--- src/hdl/fp8_blockwise_scaled_dot_top_macros.svh ---
// Assertion helpers for the dot-product engine.
`ifndef FP8_BLOCKWISE_SCALED_DOT_TOP_MACROS_SVH
`define FP8_BLOCKWISE_SCALED_DOT_TOP_MACROS_SVH

// Same-cycle implication, sampled on aclk, off during reset.
`define FBSD_ASSERT_IMP(name, ante, cons) \
    name: assert property (@(posedge aclk) disable iff (!aresetn) (ante) |-> (cons)) \
        else $error("fbsd assertion failed");

// Next-cycle implication.
`define FBSD_ASSERT_NXT(name, ante, cons) \
    name: assert property (@(posedge aclk) disable iff (!aresetn) (ante) |=> (cons)) \
        else $error("fbsd assertion failed");

`endif

--- src/hdl/fbsd_pkg.sv ---
package fbsd_pkg;

    localparam int MANT_W = 48;
    localparam int EXP_W  = 11;

    localparam logic [1:0] FMT_F16  = 2'd0;
    localparam logic [1:0] FMT_BF16 = 2'd1;
    localparam logic [1:0] FMT_F32  = 2'd2;

    localparam logic [31:0] F32_QNAN = 32'h7fc0_0000;
    localparam logic [15:0] F16_QNAN = 16'h7e00;
    localparam logic [15:0] BF16_QNAN = 16'h7fc0;

    typedef enum logic [2:0] {
        ST_IDLE,
        ST_PROD,
        ST_BSUM,
        ST_SCALE,
        ST_RSUM,
        ST_OUT
    } state_t;

    typedef enum logic {
        FPU_MUL,
        FPU_ADD
    } fpu_op_t;

    typedef enum logic [1:0] {
        KIND_FIN,
        KIND_ZERO,
        KIND_INF,
        KIND_NAN
    } kind_t;

    typedef struct packed {
        logic    start;
        fpu_op_t op;
    } fpu_req_t;

    // value = mant * 2^lsb_exp
    typedef struct packed {
        kind_t                   kind;
        logic                    sign;
        logic signed [EXP_W-1:0] lsb_exp;
        logic [MANT_W-1:0]       mant;
    } fpu_s1_t;

    typedef struct packed {
        kind_t                   kind;
        logic                    sign;
        logic [8:0]              field;
        logic signed [EXP_W-1:0] shift;
        logic [MANT_W-1:0]       mant;
    } fpu_s2_t;

    function automatic logic [31:0] widen_f16(input logic [15:0] h);
        logic       s;
        logic [4:0] e;
        logic [9:0] m;
        logic [3:0] p;
        logic [23:0] n;
        logic [31:0] r;
        s = h[15];
        e = h[14:10];
        m = h[9:0];
        p = 4'd0;
        for (int i = 0; i < 10; i++) begin
            if (m[i]) begin
                p = 4'(i);
            end
        end
        n = {14'd0, m} << (5'd23 - {1'b0, p});
        if (e == 5'h1f) begin
            r = {s, 8'hff, m, 13'd0};
        end else if (e == 5'd0) begin
            if (m == 10'd0) begin
                r = {s, 31'd0};
            end else begin
                r = {s, 8'(8'd103 + {4'd0, p}), n[22:0]};
            end
        end else begin
            r = {s, 3'd0, e, 23'd0} + {1'b0, 8'd112, 23'd0} + {9'd0, m, 13'd0};
        end
        return r;
    endfunction

    function automatic logic [31:0] widen_act(input logic [31:0] a, input logic [1:0] fmt);
        logic [31:0] r;
        if (fmt == FMT_F16) begin
            r = widen_f16(a[15:0]);
        end else if (fmt == FMT_BF16) begin
            r = {a[15:0], 16'd0};
        end else begin
            r = a;
        end
        return r;
    endfunction

    function automatic logic [31:0] decode_weight(input logic [7:0] b);
        logic        s;
        logic [3:0]  e;
        logic [2:0]  m;
        logic [31:0] r;
        s = b[7];
        e = b[6:3];
        m = b[2:0];
        if (e == 4'hf && m == 3'h7) begin
            r = F32_QNAN;
        end else if (e == 4'd0) begin
            unique case (m)
                3'd0: r = {s, 31'd0};
                3'd1: r = {s, 8'd118, 23'h000000};
                3'd2: r = {s, 8'd119, 23'h000000};
                3'd3: r = {s, 8'd119, 23'h400000};
                3'd4: r = {s, 8'd120, 23'h000000};
                3'd5: r = {s, 8'd120, 23'h200000};
                3'd6: r = {s, 8'd120, 23'h400000};
                3'd7: r = {s, 8'd120, 23'h600000};
                default: r = {s, 31'd0};
            endcase
        end else begin
            r = {s, 8'({4'd0, e} + 8'd120), m, 20'd0};
        end
        return r;
    endfunction

    function automatic logic [15:0] narrow_f16(input logic [31:0] x);
        logic              s;
        logic [7:0]        e;
        logic [22:0]       m;
        logic signed [9:0] e16;
        logic [9:0]        shf;
        logic [23:0]       mant;
        logic [23:0]       hq;
        logic [23:0]       rem;
        logic [23:0]       half;
        logic [15:0]       h;
        logic [15:0]       r;
        s = x[31];
        e = x[30:23];
        m = x[22:0];
        e16 = $signed({2'b00, e}) - 10'sd112;
        shf = 10'(10'sd14 - e16);
        mant = {1'b1, m};
        hq = 24'd0;
        rem = 24'd0;
        half = 24'd0;
        h = 16'd0;
        if (e == 8'hff) begin
            r = (m != 23'd0) ? F16_QNAN : {s, 15'h7c00};
        end else if (e == 8'd0) begin
            r = {s, 15'd0};
        end else if (e16 >= 10'sd31) begin
            r = {s, 15'h7c00};
        end else if (e16 <= 10'sd0) begin
            if (shf > 10'd24) begin
                r = {s, 15'd0};
            end else begin
                hq = mant >> shf[4:0];
                rem = mant & ((24'd1 << shf[4:0]) - 24'd1);
                half = 24'd1 << (shf[4:0] - 5'd1);
                h = hq[15:0];
                if (rem > half || (rem == half && hq[0])) begin
                    h = h + 16'd1;
                end
                r = {s, 15'd0} | h;
            end
        end else begin
            h = {1'b0, e16[4:0], m[22:13]};
            if (m[12:0] > 13'h1000 || (m[12:0] == 13'h1000 && h[0])) begin
                h = h + 16'd1;
            end
            r = {s, 15'd0} | h;
        end
        return r;
    endfunction

    function automatic logic [15:0] narrow_bf16(input logic [31:0] x);
        logic [31:0] t;
        logic [15:0] r;
        t = x + 32'h0000_7fff + {31'd0, x[16]};
        if (x[30:0] > 31'h7f80_0000) begin
            r = BF16_QNAN;
        end else begin
            r = t[31:16];
        end
        return r;
    endfunction

endpackage

--- src/hdl/fp8_blockwise_scaled_dot_top.sv ---
// Channel   | Ports                                   | Direction
// ----------+-----------------------------------------+----------
// input     | s_valid/s_ready, s_act_value, ...       | in
// result    | m_valid/m_ready, m_result_value         | out
// config    | cfg_wr_en, cfg_wr_data                  | in
//
// One shared fp32 mul/add unit; each operation is an issue plus 3 stages.
// Plain item: product, block add. Block or row end: also scale, row add.
// Row end: output, after any wait for the previous result to be taken by m_ready.
// aresetn is synchronous, active low; clears both sums and sets fp32 format.
// s_ready is high only between transactions.
`include "fp8_blockwise_scaled_dot_top_macros.svh"

module fp8_blockwise_scaled_dot_top
    import fbsd_pkg::*;
(
    input  logic        aclk,
    input  logic        aresetn,
    input  logic        cfg_wr_en,
    input  logic [1:0]  cfg_wr_data,
    input  logic        s_valid,
    output logic        s_ready,
    input  logic [31:0] s_act_value,
    input  logic [7:0]  s_weight_byte,
    input  logic [31:0] s_block_scale,
    input  logic        s_block_end,
    input  logic        s_row_end,
    output logic        m_valid,
    input  logic        m_ready,
    output logic [31:0] m_result_value
);

    state_t      state_reg, state_next;
    logic        issued_reg, issued_next;
    logic [1:0]  fmt_reg;
    logic [31:0] act_reg, act_next;
    logic [31:0] wgt_reg, wgt_next;
    logic [31:0] scale_reg, scale_next;
    logic        bend_reg, bend_next;
    logic        rend_reg, rend_next;
    logic [31:0] tmp_reg, tmp_next;
    logic [31:0] block_sum_reg, block_sum_next;
    logic [31:0] row_sum_reg, row_sum_next;
    logic        m_valid_reg, m_valid_next;
    logic [31:0] m_result_reg, m_result_next;
    logic        out_load;
    logic        in_op;
    fpu_req_t    fpu_req;
    logic [31:0] fpu_a, fpu_b, fpu_res;
    logic        fpu_done;

    fbsd_fpu u_fpu (
        .aclk    (aclk),
        .aresetn (aresetn),
        .req     (fpu_req),
        .opa     (fpu_a),
        .opb     (fpu_b),
        .done    (fpu_done),
        .result  (fpu_res)
    );

    assign in_op = (state_reg == ST_PROD || state_reg == ST_BSUM || state_reg == ST_SCALE
                    || state_reg == ST_RSUM);

    always_comb begin
        state_next = state_reg;
        issued_next = issued_reg;
        act_next = act_reg;
        wgt_next = wgt_reg;
        scale_next = scale_reg;
        bend_next = bend_reg;
        rend_next = rend_reg;
        tmp_next = tmp_reg;
        block_sum_next = block_sum_reg;
        row_sum_next = row_sum_reg;
        m_result_next = m_result_reg;
        out_load = 1'b0;
        s_ready = 1'b0;
        fpu_req.start = 1'b0;
        fpu_req.op = FPU_MUL;
        fpu_a = act_reg;
        fpu_b = wgt_reg;

        if (in_op) begin
            fpu_req.start = !issued_reg;
            issued_next = !fpu_done;
        end

        unique case (state_reg)
            ST_IDLE: begin
                s_ready = 1'b1;
                if (s_valid) begin
                    act_next = widen_act(s_act_value, fmt_reg);
                    wgt_next = decode_weight(s_weight_byte);
                    scale_next = s_block_scale;
                    bend_next = s_block_end;
                    rend_next = s_row_end;
                    state_next = ST_PROD;
                end
            end
            ST_PROD: begin
                if (fpu_done) begin
                    tmp_next = fpu_res;
                    state_next = ST_BSUM;
                end
            end
            ST_BSUM: begin
                fpu_req.op = FPU_ADD;
                fpu_a = block_sum_reg;
                fpu_b = tmp_reg;
                if (fpu_done) begin
                    block_sum_next = fpu_res;
                    state_next = (bend_reg || rend_reg) ? ST_SCALE : ST_IDLE;
                end
            end
            ST_SCALE: begin
                fpu_a = scale_reg;
                fpu_b = block_sum_reg;
                if (fpu_done) begin
                    tmp_next = fpu_res;
                    block_sum_next = 32'd0;
                    state_next = ST_RSUM;
                end
            end
            ST_RSUM: begin
                fpu_req.op = FPU_ADD;
                fpu_a = row_sum_reg;
                fpu_b = tmp_reg;
                if (fpu_done) begin
                    row_sum_next = fpu_res;
                    state_next = rend_reg ? ST_OUT : ST_IDLE;
                end
            end
            ST_OUT: begin
                if (!m_valid_reg || m_ready) begin
                    out_load = 1'b1;
                    if (fmt_reg == FMT_F16) begin
                        m_result_next = {16'd0, narrow_f16(row_sum_reg)};
                    end else if (fmt_reg == FMT_BF16) begin
                        m_result_next = {16'd0, narrow_bf16(row_sum_reg)};
                    end else if (row_sum_reg[30:0] > 31'h7f80_0000) begin
                        m_result_next = F32_QNAN;
                    end else begin
                        m_result_next = row_sum_reg;
                    end
                    row_sum_next = 32'd0;
                    state_next = ST_IDLE;
                end
            end
            default: state_next = ST_IDLE;
        endcase

        m_valid_next = out_load | (m_valid_reg & !m_ready);
    end

    always_ff @(posedge aclk) begin
        if (!aresetn) begin
            state_reg <= ST_IDLE;
            issued_reg <= 1'b0;
            fmt_reg <= FMT_F32;
            block_sum_reg <= 32'd0;
            row_sum_reg <= 32'd0;
            m_valid_reg <= 1'b0;
        end else begin
            state_reg <= state_next;
            issued_reg <= issued_next;
            if (cfg_wr_en) begin
                fmt_reg <= cfg_wr_data;
            end
            block_sum_reg <= block_sum_next;
            row_sum_reg <= row_sum_next;
            m_valid_reg <= m_valid_next;
        end
        act_reg <= act_next;
        wgt_reg <= wgt_next;
        scale_reg <= scale_next;
        bend_reg <= bend_next;
        rend_reg <= rend_next;
        tmp_reg <= tmp_next;
        m_result_reg <= m_result_next;
    end

    assign m_valid = m_valid_reg;
    assign m_result_value = m_result_reg;

    `FBSD_ASSERT_IMP(a_done_in_op, fpu_done, in_op)
    `FBSD_ASSERT_NXT(a_accept_starts, s_valid && s_ready, state_reg == ST_PROD && !issued_reg)
    `FBSD_ASSERT_NXT(a_out_clears_row, out_load, row_sum_reg == 32'd0 && m_valid)
    `FBSD_ASSERT_NXT(a_scale_clears_block, state_reg == ST_SCALE && fpu_done, block_sum_reg == 32'd0)

endmodule

--- src/hdl/fbsd_fpu.sv ---
module fbsd_fpu
    import fbsd_pkg::*;
(
    input  logic        aclk,
    input  logic        aresetn,
    input  fpu_req_t    req,
    input  logic [31:0] opa,
    input  logic [31:0] opb,
    output logic        done,
    output logic [31:0] result
);

    // stage 1: multiply or align+add
    logic        sa, sb, nan_a, nan_b, inf_a, inf_b, zero_a, zero_b;
    logic [7:0]  xa, xb, xa_eff, xb_eff;
    logic [23:0] ma, mb;
    logic signed [EXP_W-1:0] ea, eb;
    logic [47:0] prod;
    logic        swap, sub_op, s_big;
    logic [7:0]  x_big, x_small, d;
    logic [4:0]  dcl;
    logic [23:0] m_big, m_small;
    logic signed [EXP_W-1:0] e_big;
    logic [54:0] ext;
    logic [26:0] a27, b27;
    logic [27:0] sum28;
    fpu_s1_t     s1_next, s1_reg;
    logic        v1_reg, v2_reg, v3_reg;

    always_comb begin
        sa = opa[31];
        sb = opb[31];
        xa = opa[30:23];
        xb = opb[30:23];
        nan_a = (xa == 8'hff) && (opa[22:0] != 23'd0);
        nan_b = (xb == 8'hff) && (opb[22:0] != 23'd0);
        inf_a = (xa == 8'hff) && (opa[22:0] == 23'd0);
        inf_b = (xb == 8'hff) && (opb[22:0] == 23'd0);
        zero_a = (opa[30:0] == 31'd0);
        zero_b = (opb[30:0] == 31'd0);
        xa_eff = (xa == 8'd0) ? 8'd1 : xa;
        xb_eff = (xb == 8'd0) ? 8'd1 : xb;
        ma = {xa != 8'd0, opa[22:0]};
        mb = {xb != 8'd0, opb[22:0]};
        ea = $signed({3'b000, xa_eff}) - 11'sd150;
        eb = $signed({3'b000, xb_eff}) - 11'sd150;
        prod = ma * mb;

        swap = opb[30:0] > opa[30:0];
        sub_op = sa ^ sb;
        s_big = swap ? sb : sa;
        x_big = swap ? xb_eff : xa_eff;
        x_small = swap ? xa_eff : xb_eff;
        m_big = swap ? mb : ma;
        m_small = swap ? ma : mb;
        e_big = swap ? eb : ea;
        d = x_big - x_small;
        dcl = (d > 8'd28) ? 5'd28 : d[4:0];
        ext = {m_small, 3'b000, 28'd0} >> dcl;
        a27 = {m_big, 3'b000};
        b27 = {ext[54:29], ext[28] | (ext[27:0] != 28'd0)};
        sum28 = sub_op ? ({1'b0, a27} - {1'b0, b27}) : ({1'b0, a27} + {1'b0, b27});

        s1_next = '0;
        if (req.op == FPU_MUL) begin
            s1_next.sign = sa ^ sb;
            s1_next.lsb_exp = ea + eb;
            s1_next.mant = prod;
            if (nan_a || nan_b || (inf_a && zero_b) || (inf_b && zero_a)) begin
                s1_next.kind = KIND_NAN;
            end else if (inf_a || inf_b) begin
                s1_next.kind = KIND_INF;
            end else if (prod == 48'd0) begin
                s1_next.kind = KIND_ZERO;
            end else begin
                s1_next.kind = KIND_FIN;
            end
        end else begin
            s1_next.lsb_exp = e_big - 11'sd3;
            s1_next.mant = {20'd0, sum28};
            s1_next.sign = s_big;
            if (nan_a || nan_b || (inf_a && inf_b && sub_op)) begin
                s1_next.kind = KIND_NAN;
            end else if (inf_a || inf_b) begin
                s1_next.kind = KIND_INF;
                s1_next.sign = inf_a ? sa : sb;
            end else if (sum28 == 28'd0) begin
                s1_next.kind = KIND_ZERO;
                s1_next.sign = sub_op ? 1'b0 : sa;
            end else begin
                s1_next.kind = KIND_FIN;
            end
        end
    end

    // stage 2: leading one and target shift
    logic [5:0]              lead;
    logic signed [EXP_W-1:0] e_top, k_lsb, f_tmp;
    fpu_s2_t                 s2_next, s2_reg;

    always_comb begin
        lead = 6'd0;
        for (int i = 0; i < MANT_W; i++) begin
            if (s1_reg.mant[i]) begin
                lead = 6'(i);
            end
        end
        e_top = s1_reg.lsb_exp + $signed({5'd0, lead});
        k_lsb = e_top - 11'sd23;
        if (k_lsb < -11'sd149) begin
            k_lsb = -11'sd149;
        end
        f_tmp = k_lsb + 11'sd149;
        s2_next.kind = s1_reg.kind;
        s2_next.sign = s1_reg.sign;
        s2_next.field = f_tmp[8:0];
        s2_next.shift = k_lsb - s1_reg.lsb_exp;
        s2_next.mant = s1_reg.mant;
    end

    // stage 3: shift, round, pack
    logic [5:0]              rsh;
    logic signed [EXP_W-1:0] neg_sh;
    logic [97:0]             t98;
    logic [47:0]             q;
    logic                    g, st;
    logic [32:0]             pk, pr;
    logic [31:0]             res_next, res_reg;

    always_comb begin
        rsh = (s2_reg.shift > 11'sd50) ? 6'd50 : s2_reg.shift[5:0];
        neg_sh = -s2_reg.shift;
        t98 = {s2_reg.mant, 50'd0} >> rsh;
        if (s2_reg.shift[EXP_W-1]) begin
            q = s2_reg.mant << neg_sh[4:0];
            g = 1'b0;
            st = 1'b0;
        end else begin
            q = t98[97:50];
            g = t98[49];
            st = (t98[48:0] != 49'd0);
        end
        pk = {1'b0, s2_reg.field, 23'd0} + {9'd0, q[23:0]};
        pr = pk + {32'd0, g & (st | pk[0])};
        unique case (s2_reg.kind)
            KIND_NAN:  res_next = F32_QNAN;
            KIND_INF:  res_next = {s2_reg.sign, 8'hff, 23'd0};
            KIND_ZERO: res_next = {s2_reg.sign, 31'd0};
            KIND_FIN: begin
                if (pr >= 33'h0_7f80_0000) begin
                    res_next = {s2_reg.sign, 8'hff, 23'd0};
                end else begin
                    res_next = {s2_reg.sign, pr[30:0]};
                end
            end
            default: res_next = F32_QNAN;
        endcase
    end

    always_ff @(posedge aclk) begin
        if (!aresetn) begin
            v1_reg <= 1'b0;
            v2_reg <= 1'b0;
            v3_reg <= 1'b0;
        end else begin
            v1_reg <= req.start;
            v2_reg <= v1_reg;
            v3_reg <= v2_reg;
        end
        s1_reg <= s1_next;
        s2_reg <= s2_next;
        res_reg <= res_next;
    end

    assign done = v3_reg;
    assign result = res_reg;

endmodule
--- config.mk ---
export PLATFORM = sky130hd
export DESIGN_NAME = fp8_blockwise_scaled_dot_top
export DESIGN_NICKNAME = d
export VERILOG_FILES = /design/src/hdl/fbsd_pkg.sv /design/src/hdl/fp8_blockwise_scaled_dot_top.sv /design/src/hdl/fbsd_fpu.sv
export VERILOG_INCLUDE_DIRS = /design/src /design/src/hdl
export SDC_FILE = /design/constraint.sdc
export NUM_CORES = 2
export LEC_CHECK = 0
export ABC_AREA = 1
export BUFFER_PORTS_ARGS = -buffer_cell sky130_fd_sc_hd__buf_2
export CAP_MARGIN = 20
export CORE_MARGIN = 4
export CORE_UTILIZATION = 50
export DETAILED_ROUTE_END_ITERATION = 12
export PLACE_DENSITY_LB_ADDON = 0.12
export SYNTH_ARGS = -nofsm -noshare
export SYNTH_HDL_FRONTEND = slang
export SYNTH_SLANG_ARGS = --single-unit
--- constraint.sdc ---
create_clock -name aclk -period 12.25 [get_ports aclk]
set_clock_uncertainty 0.1 [all_clocks]
set_input_delay 2.45 -clock aclk [delete_from_list [all_inputs] [get_ports aclk]]
set_output_delay 2.45 -clock aclk [all_outputs]
set_load 0.005 [all_outputs]
**Yosys cells after proc, flatten, opt, wreduce, memory -nomap -nowiden**

Index checks and enable logic that the tools add are counted.

- Register bits: 401
- Word-level logic and storage cells: 320

- Reduce and logical (&&, ||, !) cells: 64
- Mux-type cells: 141
- Add/sub/neg operators: 27
- Eq/ne operators: 29
- Bitwise logic cells: 10
- Order comparisons: 11
- Shift operators: 7
- $mul: 1

Operators by type and width:

| operator | number |
|---|---|
| 16-bit 2-to-1 mux | 26 |
| 32-bit 2-to-1 mux | 8 |
| 32-bit case mux with 8 select lines | 1 |
| 32-bit case mux with 2 select lines | 3 |
| 32-bit case mux with 4 select lines | 1 |
| 6-bit 2-to-1 mux | 17 |
| 98-bit by 6-bit >> shifter with 74-bit output | 1 |
| 32-bit case mux with 3 select lines | 1 |
| 31-bit 2-to-1 mux | 3 |
| 5-bit 2-to-1 mux | 17 |
| 4-bit 2-to-1 mux | 19 |
| 24-bit 2-to-1 mux | 3 |
| 23-bit nonzero test | 3 |
| 31-bit zero test | 2 |
| 62-bit 2-to-1 mux | 1 |
| 55-bit by 5-bit >> shifter with 55-bit output | 1 |
| 49-bit nonzero test | 1 |
| 48-bit zero test | 1 |
| 24-bit by 24-bit multiplier with 48-bit output | 1 |
| 1-bit by 5-bit left shift with 24-bit output, first input constant | 2 |
| 48-bit by 5-bit left shift with 24-bit output | 1 |
| 23-bit zero test | 2 |
| 3-bit 2-to-1 mux | 12 |
| 32-bit by 24-bit adder with 33-bit output | 1 |
| other kinds (80) | 162 |

**Depth between registers and ports, before layout**

- Word-level depth: 52
- Gate-level depth with buffers: 82

**By module**

A second synthesis with hierarchy kept.

- Cells, all modules: 7565
- Area total of the unflattened synthesis: 52172.5 µm²

By module, submodules not included:

| module | seq. area each (µm²) | times used | area an instance (µm²) | cells an instance |
|---|---|---|---|---|
| fbsd_fpu | 3363.2 | 1 | 38152.8 | 5707 |
| fp8_blockwise_scaled_dot_top | 5625.4 | 1 | 14019.7 | 1858 |

**Least setup slack after synthesis**

Ideal clock, no wire load.

- Path type: register -> register
- Start: reg state_reg[2]
- End: reg u_fpu.s1_reg[59] (netlist bit)
- Setup slack: 2.331 ns
- Library setup time: 0.112 ns
- Clock period less this slack: 9.919 ns
- Data arrival time: 9.706 ns
- Cell stages (with the launch flop): 73
- Cell sequence: dfxtp_1 inv_2 nand2_2 nor2_1 clkbuf_1 clkbuf_1 a221oi_1 nand2_1 clkbuf_1 buf_1 ha_1 or2_2 nor4_1 nand3_1 nand2_1 clkbuf_1 clkbuf_1 clkbuf_1 (+37 left out) inv_1 nand2_1 nand2_1 nand3_1 nand2_1 nand3_1 nand2_1 nand2_1 nand2_1 nand2_1 nand2_1 nand3_1 nor2_1 nand4_1 nand3_1 nand2_1 nand2_1 nand2_1

RTL lines:

| what | line | RTL |
|---|---|---|
| from (decl) | fp8_blockwise_scaled_dot_top.sv:33 | `state_t state_reg, state_next;` |
| from (signal assigned) | fp8_blockwise_scaled_dot_top.sv:165 | `state_reg <= state_next;` |
| to (signal assigned) | fbsd_fpu.sv:170 | `s1_reg <= s1_next;` |
| to (decl) | fbsd_fpu.sv:27 | `fpu_s1_t s1_next, s1_reg;` |

==> flow_metrics.env <==
export IMPL_status="completed"
export IMPL_crit_fanout=34
export IMPL_rows=115
export IMPL_cpPeakStageDelay_ns=0.66
export IMPL_io_buffers=114
export IMPL_grtUsageTotal_pct=37.0
export IMPL_synthFlopType="dfxtp_1"
export IMPL_overflow=0
export IMPL_path_clk_slew_ns=0.07
export IMPL_synth_simple_gate_area_share_pct=25.0
export IMPL_hpwl_um=164000
export IMPL_insertion_delay_ns=0.58
export IMPL_htree_levels=2
export IMPL_drt_drc_violations_left=0
export IMPL_fin_tns_setup_ns=0
export IMPL_viasPerCell=5.85
export IMPL_hold_class="flip-flop to flip-flop"
export IMPL_crit_start="state_reg[0]"
export IMPL_yosysWarnings=0
export IMPL_synth_edf_count=140
export IMPL_finalHoldViolations=0
export IMPL_synth_xor_area_share_pct=2.51
export IMPL_cts_root_buf="clkbuf_16"
export IMPL_final_max_slew_viol_count=0
export IMPL_syn_nets=8109
export IMPL_rsz0062_at_grt="no"
export IMPL_multi_input_area_mm2=0.0356
export IMPL_core_area_mm2=0.0990
export IMPL_ant_nets=0
export IMPL_cts_buffer_depth=3
export IMPL_post_cts_buffers=0
export IMPL_slew_limit_headroom_pct=19.9
export IMPL_cap_violations=0
export IMPL_synth_area_mm2=0.0502
export IMPL_drt_iter0_drc=5531
export IMPL_grt_pass1_wl_um=299000
export IMPL_die_width_um=325
export IMPL_cts_resized=0
export IMPL_cts_buffers=40
export IMPL_max_clock_freq_mhz=92.4
export IMPL_gp_congestion=1.07
export IMPL_place_area_mm2=0.0523
export IMPL_cts_sinks=379
export IMPL_reg2regPathDepth=40
export IMPL_setup_violations=0
export IMPL_critical_path_required_ns=12.63
export IMPL_grt_pass1_vias=47000
export IMPL_drtPass1Iterations=9
export IMPL_post_route_min_period_ns=10.82
export IMPL_crit_top_cell="inv_1"
export IMPL_layout_setup_ws_ns=1.43
export IMPL_crit_type="flip-flop to flip-flop"
export IMPL_wl_um=201000
export IMPL_die_h_um=325
export IMPL_fin_area_mm2=0.0538
export IMPL_drive_gt1_share_pct=5.77
export IMPL_initial_core_util_pct=50.7
export IMPL_ys_ff_latch=379
export IMPL_wire_per_inst_um=23.7
export IMPL_reg2reg_to="u_fpu.s1_reg[60]"
export IMPL_via_count=49700
export IMPL_cts_tree="yes"
export IMPL_synthAdderAreaFrac_pct=28.6
export IMPL_seq_area_mm2=0.00899
export IMPL_async_flop_share_pct=0
export IMPL_area_delta_synth_final_pct=7.13
export IMPL_ys_seq_area_share_pct=17.9
export IMPL_crit_slowest_cell="a21oi_2"
export IMPL_fin_crit_sh_pct=88.3
export IMPL_place_ws_ns=1.55
export IMPL_synth_cell_types=74
export IMPL_synth_area_mux_share_pct=0.758
export IMPL_antenna_found_initial=7
export IMPL_final_fill_count=9928
export IMPL_tightest_slew_ns=1.19
export IMPL_synth_compound_area_share_pct=13.9
export IMPL_largest_reg_flops=71
export IMPL_cp_start_kind="flip-flop"
export IMPL_ctsHoldBuffers=0
export IMPL_timing_rr_start="state_reg[0]"
export IMPL_ios=115
export IMPL_nets=8106
export IMPL_synth_cells=7175
export IMPL_grt_max_degree=76
export IMPL_synth_top_family_by_area="adder cells"
export IMPL_avgSynthCellArea_um2=6.99
export IMPL_die_area_mm2=0.106
export IMPL_crit_path_end_kind="flip-flop"
export IMPL_r2r_slack_ns=1.43
export IMPL_cp_endpoint="u_fpu.s1_reg[60]"
export IMPL_arrival_ns=11.20
[cells in the final DEF (no fill, tap or decap), types with 9 or more instances in the layout]
cell,n
a221oi_1,20
nor4_1,43
o31ai_1,12
nor2_1,733
inv_1,1145
fa_1,487
xor2_1,94
o21a_1,15
o221ai_1,10
xnor2_1,50
a22oi_1,26
clkbuf_16,43
nand3_1,350
dfxtp_1,239
buf_4,140
or2_2,16
inv_2,22
a31oi_1,51
o21ai_0,521
edfxtp_1,140
a32oi_1,27
o22ai_1,15
ha_1,366
mux2i_1,38
a211oi_1,45
buf_2,114
o211ai_1,48
clkinv_1,29
a21oi_1,320
o21bai_1,13
nand2_1,1723
o21ai_1,25
nand4_1,65
a21boi_0,9
nor3_1,67
[per-stage QoR]
stage               instances  hold slack [ns]  util, %
CTS                      8488            0.230     54.3
detailed placement       8414            0.215     52.8
global route             8497            0.244     54.3
finish                   8499            0.229     54.3
floorplan                7175            0.210        -
global placement         8414            0.217     52.8
[how the worst min path moves through the flow]
| stage | cells past startpoint | to | startpoint | slack [ns] |
|---|---|---|---|---|
| final | 0 | u_fpu.s2_reg[0] | u_fpu.s1_reg[0] | 0.23 |
| after global routing | 0 | u_fpu.s2_reg[70] | u_fpu.s1_reg[61] | 0.24 |
| after CTS | 0 | u_fpu.s2_reg[0] | u_fpu.s1_reg[0] | 0.23 |
| after detailed placement | 0 | u_fpu.s2_reg[0] | u_fpu.s1_reg[0] | 0.21 |
| after global placement | 0 | u_fpu.s2_reg[0] | u_fpu.s1_reg[0] | 0.22 |
| after floorplan | 0 | u_fpu.s2_reg[0] | u_fpu.s1_reg[0] | 0.21 |
[critical path, delay by kind of cell, from the launching register on]
kind,cells,cell delay [ns]
AOI/OAI and AO/OA,14,4.14
xor gates and xnor gates,1,0.25
adders and majority gates,8,3.10
buffers and inverters,8,0.76
DFF,1,0.38
and+or+nand+nor,9,1.96
[per-layer routing]
| metal | vias up | share of wire, % | track usage, % |
|---|---|---|---|
| li1 | 22900 | - | - |
| met1 | 23600 | 41 | 49.8 |
| met2 | 2671 | 43 | 56.9 |
| met3 | 499 | 11 | 10.1 |
| met4 | 0 | 4.8 | 14.5 |
| met5 | - | 0 | 0 |
[cell type report]
class                      count  area share [%]
multi-input combinational   5300            66.2
sequential                   379            16.7
inverter                    1193            8.33
timing repair buffer         258            3.12
tap                         1287            2.99
clock buffer                  56            2.22
clock inverter                18           0.421
antenna                        8          0.0372
[logic make-up (layout without fill, tap and decap cells)]
group | after synthesis | count (layout)
flip-flops | 379 | 379
other | 0 | 8
adder cells (fa/ha/maj) | 853 | 853
XOR/XNOR | 144 | 144
AND/OR/NAND/NOR | 3055 | 3055
AO/OA/AOI/OAI | 1210 | 1210
buffers and inverters | 1496 | 1525
multiplexers | 38 | 38
[synth_stat cells, types with 12 or more instances]
library cell,number,share of area [%]
xnor2_1,50,0.87
a31oi_1,51,0.64
ha_1,366,9.1
a21oi_1,321,3.2
clkbuf_1,231,1.7
o21ai_0,523,5.2
inv_1,1145,8.6
clkinv_1,26,0.19
fa_1,487,19
nor2_1,735,5.5
nand2_1,1724,13
buf_2,35,0.35
a221oi_1,20,0.35
o211ai_1,48,0.72
nand4_1,65,0.81
inv_2,22,0.16
dfxtp_1,239,9.5
a32oi_1,27,0.47
a211oi_1,45,0.67
o21a_1,15,0.22
nor4_1,43,0.54
o21ai_1,26,0.26
nand3_1,350,3.5
nor3_1,68,0.68
o31ai_1,12,0.18
buf_1,28,0.21
xor2_1,94,1.6
o21bai_1,13,0.19
a22oi_1,30,0.45
o22ai_1,15,0.19
mux2i_1,38,0.76
or2_2,16,0.20
edfxtp_1,140,8.4
Power is left out: the tool's default activity adds up to more than one toggle a clock period on the data nets, which glitch-free logic cannot reach.
